File: src/sv/mwm_pkg.sv
package mwm_pkg;

    // table dimensions
    localparam int MAX_PATTERNS    = 8;
    localparam int MAX_PATTERN_LEN = 32;

    // derived widths
    localparam int CNT_W  = $clog2(MAX_PATTERNS + 1);
    localparam int LEN_W  = $clog2(MAX_PATTERN_LEN + 1);
    localparam int POS_W  = (MAX_PATTERN_LEN > 1) ? $clog2(MAX_PATTERN_LEN) : 1;
    localparam int VEC_W  = MAX_PATTERN_LEN + 1;
    localparam int CHAR_W = 16;

    // wildcard code units
    localparam logic [CHAR_W-1:0] CH_STAR = 16'h002A;
    localparam logic [CHAR_W-1:0] CH_ANY  = 16'h003F;

    // command codes
    localparam logic [2:0] CMD_CLEAR     = 3'd0;
    localparam logic [2:0] CMD_PAT_CHAR  = 3'd1;
    localparam logic [2:0] CMD_PAT_END   = 3'd2;
    localparam logic [2:0] CMD_NAME_CHAR = 3'd3;
    localparam logic [2:0] CMD_NAME_END  = 3'd4;

    // result kinds
    localparam logic [1:0] RES_MATCH    = 2'd0;
    localparam logic [1:0] RES_STORED   = 2'd1;
    localparam logic [1:0] RES_REJECTED = 2'd2;

    typedef struct packed {
        logic [2:0]        command;
        logic [CHAR_W-1:0] char_code;
    } in_beat_t;

    typedef struct packed {
        logic [1:0] result_kind;
        logic       matched;
    } out_beat_t;

    // broadcast controls from the top level to every pattern lane
    typedef struct packed {
        logic              wr_char;
        logic [POS_W-1:0]  wr_pos;
        logic              store;
        logic [LEN_W-1:0]  store_len;
        logic              restart_all;
        logic              advance;
        logic [CHAR_W-1:0] ch;
    } lane_ctl_t;

    // extend live positions across star runs: a carry chain through star bits
    function automatic logic [VEC_W-1:0] star_close(input logic [VEC_W-1:0] act,
                                                    input logic [VEC_W-1:0] star);
        logic [VEC_W:0] gen;
        logic [VEC_W:0] prop;
        logic [VEC_W:0] sum;
        logic [VEC_W:0] carry;
        gen   = {1'b0, act & star};
        prop  = {1'b0, star};
        sum   = prop + gen;
        carry = sum ^ prop ^ gen;
        return act | carry[VEC_W-1:0];
    endfunction

endpackage

File: src/sv/mwm_lane.sv
module mwm_lane
    import mwm_pkg::*;
(
    input  logic      aclk,
    input  logic      aresetn,
    input  lane_ctl_t ctl,
    input  logic      sel,
    output logic      hit
);

    logic [CHAR_W-1:0] chars_reg [MAX_PATTERN_LEN];
    logic [LEN_W-1:0]  len_reg;
    logic [VEC_W-1:0]  act_reg;
    logic [VEC_W-1:0]  act_next;
    logic [LEN_W-1:0]  eff_len;
    logic [VEC_W-1:0]  star_v;
    logic [VEC_W-1:0]  step_v;
    logic              load;

    assign load    = ctl.store && sel;
    assign eff_len = load ? ctl.store_len : len_reg;

    // per-position star and single-step flags, limited to the pattern length
    always_comb begin
        star_v = '0;
        step_v = '0;
        for (int i = 0; i < MAX_PATTERN_LEN; i++) begin
            if (LEN_W'(i) < eff_len) begin
                star_v[i] = (chars_reg[i] == CH_STAR);
                step_v[i] = (chars_reg[i] == CH_ANY) || (chars_reg[i] == ctl.ch);
            end
        end
    end

    // live position update
    always_comb begin
        act_next = act_reg;
        if (ctl.restart_all || load) begin
            act_next = star_close(VEC_W'(1), star_v);
        end else if (ctl.advance) begin
            act_next = star_close((act_reg & star_v) | ((act_reg & step_v) << 1), star_v);
        end
    end

    always_ff @(posedge aclk) begin
        if (!aresetn) begin
            act_reg <= VEC_W'(1);
        end else begin
            act_reg <= act_next;
        end
    end

    // pattern storage
    always_ff @(posedge aclk) begin
        if (ctl.wr_char && sel) begin
            chars_reg[ctl.wr_pos] <= ctl.ch;
        end
        if (load) begin
            len_reg <= ctl.store_len;
        end
    end

    assign hit = act_reg[len_reg];

endmodule
File: config.mk
export PLATFORM = sky130hd
export DESIGN_NAME = mwm_lane
export DESIGN_NICKNAME = d
export VERILOG_FILES = /design/src/sv/mwm_pkg.sv /design/src/sv/mwm_lane.sv
export SDC_FILE = /design/constraint.sdc
export NUM_CORES = 1
export LEC_CHECK = 0
export ABC_AREA = 0
export BUFFER_PORTS_ARGS = -buffer_cell sky130_fd_sc_hd__buf_2
export CAP_MARGIN = 0
export CORE_UTILIZATION = 50
export DETAILED_ROUTE_END_ITERATION = 10
export GPL_ROUTABILITY_DRIVEN = 0
export MAX_ROUTING_LAYER = met4
export PLACE_DENSITY = 0.66
export RECOVER_POWER = 100
export SYNTH_ARGS = -nofsm -noshare
export SYNTH_HDL_FRONTEND = slang
export SYNTH_SLANG_ARGS = --single-unit
File: constraint.sdc
create_clock -name aclk -period 4.7 [get_ports aclk]
set_input_delay 1.175 -clock aclk [delete_from_list [all_inputs] [get_ports aclk]]
set_output_delay 1.175 -clock aclk [all_outputs]
set_load 0.03 [all_outputs]
==> results.cfg <==
[run_status]
status = complete, but fails checks
failed_checks = max-capacitance violations, max-slew violations

[floorplan]
core_area_sq_mm = 0.0563
fp.dieH_um = 241
effective_utilization_at_floorplan = 0.505
die-area_sq_mm = 0.0578
chipWidth_um = 241
core.rowCount = 87
ios = 35

[global_routing]
groute.usage.overall = 0.288
grt_pass1_vias = 20542
number_of_antenna_violations_at_the_first_check_in_global_routing = 4
global_route.overflow_total = 0
grt_first_pass_wirelength_um = 122000
grt_max_degree = 44

[power]
cellPowerDensity_mw_per_mm2 = 344
static_leakage_uw = 0.0100
ir_drop_mv = 0.293
design_power_total_uw = 11100

[worst_setup_path]
start_kind = input pin
crit_path_max_incr_delay_ns = 0.54
path_class = input pin to flip-flop
cp.arrival_ns = 5.12
r2r_slack_ns = 0.43
worstPathMaxFanout = 15
timing.critical_path.to_type = flip-flop
reg2reg_depth = 14
worst_path_required_ns = 5.20
critical_path.cell_chain = buf_2 > buf_4 > and2_0 > o21ai_0 > a21o_1 > o211ai_1 > nor2b_1 > a21o_1 > o21ai_0 > a211oi_1 > buf_4 > o2bb2ai_1 > a221oi_1 > o21ai_1
worst_path_max_delay_cell = a221oi_1

[finish]
flow.area_growth_from_synthesis_pct = 13.2
final_net_count = 2515
largest_register_ffs = 512
fillerInstances = 4610
layout-drive-gt1-share = 0.103
stdcell_area_sq_mm = 0.0322

[worst_hold_path]
hold_path_class = flip-flop to flip-flop
whs_path_depth = 2

[timing]
finalCriticalPeriod_ns = 4.62
post-route-worst-setup-slack_ns = 0.0836
setup_tns_ns = 0
worst_pin_slew_ns = 1.64
finalHoldViolations = 0
timing_max_transition_violations_final = 30
setup_viol = 0
max-slew-margin-rel = -0.0942
final.setup_skew_ns = 0.0319
share_of_the_clock_period_used_by_the_worst_path = 0.982
max_freq_mhz = 217
rsz0062_at_grt = false

[clock_network]
cts_tree = built
cts.htree.levels = 2
cts.sinks = 551
clk_latency_ns = 0.64
clk_path_buf_depth = 3
cts-buffers-inserted = 57
clock_tree.root_cell = clkbuf_16
clkSlewWorstSetupHoldPaths_ns = 0.07

[synthesis]
dominantRegCellSynth = edfxtp_1
synth.lib_cells_used.distinct = 105
postSynthCellCount = 2324
postSynth.asyncResetShare = 0
synth-seq-cells = 551
synth_edf_count = 512
post_synth_instance_area_sq_mm = 0.0284
postSynthAreaPerCell_sq_um = 12.2
yosysWarnings = 0
mappedNetlistNets = 2360
synth-seq-area-share = 0.568

[place]
dpl.hpwl_um = 55200
port_buffers = 34
post_dp_cell_area_sq_mm = 0.0305
detailedPlace.worstSlack_ns = -0.394

[drt]
firstDrtPassIters = 8
routed_via_density = 6.30
detailroute.via_count = 20709
drt_first_iter_violations = 2047
remaining_drc_errors = 0
postRouteWirelength_um = 80300
final_antenna_net_count = 0
wire_per_inst_um = 24.4

[job]
max-cap-violations = 1
==> per-layer routing <==
metal / vias to the layer above / GRT usage / wire length, um
met1: 10198 / 0.395 / 34600
met5: - / - / 0
met4: 0 / 0.100 / 2810
li1: 9221 / - / -
met3: 230 / 0.0475 / 7070
met2: 1060 / 0.433 / 35800
==> power by group <==
part / internal (uW) / leakage (uW) / total [uW] / switching (uW)
logic: 307 / 0.00416 / 897 / 589
registers: 5400 / 0.00492 / 5450 / 52.3
clock network: 2780 / 0.000939 / 4730 / 1950
==> timing repair <==
| item | in CTS | in global routing |
|---|---|---|
| endpoints found under the setup margin | 0 | 1 |
| setup buffers | 0 | 0 |
| hold buffers | 0 | 0 |
| resized for setup | 0 | 1 |
==> placed cells by master (no fill, tap or decap), types with 12 or more instances in the layout <==
cell type | Yosys | layout
a21o_1 | 16 | 16
a21oi_1 | 59 | 59
a31oi_1 | 16 | 17
and2_1 | 20 | 19
and3_1 | 14 | 14
and4b_1 | 27 | 27
buf_12 | 0 | 24
buf_2 | 42 | 17
buf_4 | 25 | 79
clkbuf_1 | 18 | 80
clkbuf_16 | 0 | 57
clkinv_2 | 0 | 12
dfxtp_1 | 39 | 39
edfxtp_1 | 512 | 512
inv_1 | 22 | 22
nand2_1 | 96 | 96
nand3_1 | 62 | 62
nand4_1 | 129 | 129
nor2_1 | 149 | 150
nor3_1 | 58 | 58
nor4_1 | 137 | 137
o211ai_1 | 19 | 20
o21ai_0 | 71 | 74
or3_1 | 27 | 27
or4_1 | 15 | 15
xnor2_1 | 273 | 273
xor2_1 | 240 | 240
==> synth_stat cells, types with 27 or more instances <==
cell type / n / area share
a21oi_1: 59 / 0.010
and4b_1: 27 / 0.0095
buf_2: 42 / 0.0074
dfxtp_1: 39 / 0.027
edfxtp_1: 512 / 0.54
nand2_1: 96 / 0.013
nand3_1: 62 / 0.011
nand4_1: 129 / 0.028
nor2_1: 149 / 0.020
nor3_1: 58 / 0.010
nor4_1: 137 / 0.030
o21ai_0: 71 / 0.012
or3_1: 27 / 0.0059
xnor2_1: 273 / 0.084
xor2_1: 240 / 0.074
==> per-stage QoR <==
step	hold WS [ns]	std cells	utilization
final	0.590	3285	0.572
after floorplan	0.487	2324	-
after global placement	0.528	3176	0.543
after CTS	0.583	3282	0.577
after detailed placement	0.575	3176	0.543
after global routing	0.633	3285	0.572
==> cells by family (layout without fill, tap and decap cells) <==
logic type      after synthesis  count (layout)  synth area share
simple gates                794             794             0.158
mux                          14              14           0.00955
compound gates              331             331            0.0830
flops                       551             551             0.568
xor+xnor                    513             513             0.158
other cells                   0               3                 0
buf+inv                     119             321            0.0224
fa+ha+maj                     2               2          0.000880
==> path summary, 6_finish.rpt <==
| check | end | start |
|---|---|---|
| max reg2reg | act_reg[30]$_SDFFE_PN0P_ | len_reg[1]$_DFF_P_ |
| max | act_reg[30]$_SDFFE_PN0P_ | sel |
| min reg2reg | act_reg[0]$_SDFFE_PP1P_ | act_reg[0]$_SDFFE_PP1P_ |
| min | act_reg[0]$_SDFFE_PP1P_ | act_reg[0]$_SDFFE_PP1P_ |
==> final cells by class <==
type | instances | area [sq um] | share of cell area
Antenna cell | 3 | 7.51 | 0.000233
Timing Repair Buffer | 191 | 1430 | 0.0445
Inverter | 24 | 90.1 | 0.00280
Clock buffer | 69 | 1470 | 0.0457
Multi-Input combinational cell | 1654 | 11600 | 0.361
Sequential cell | 551 | 16200 | 0.502
Tap cell | 756 | 946 | 0.0294
Clock inverter | 37 | 467 | 0.0145
==> critical path, delay by kind of cell <==
family,cells,cell delay (ns)
buf+inv,3,0.72
simple gates,2,0.70
compound gates,9,2.53
Power figures use the tool's default switching activity.
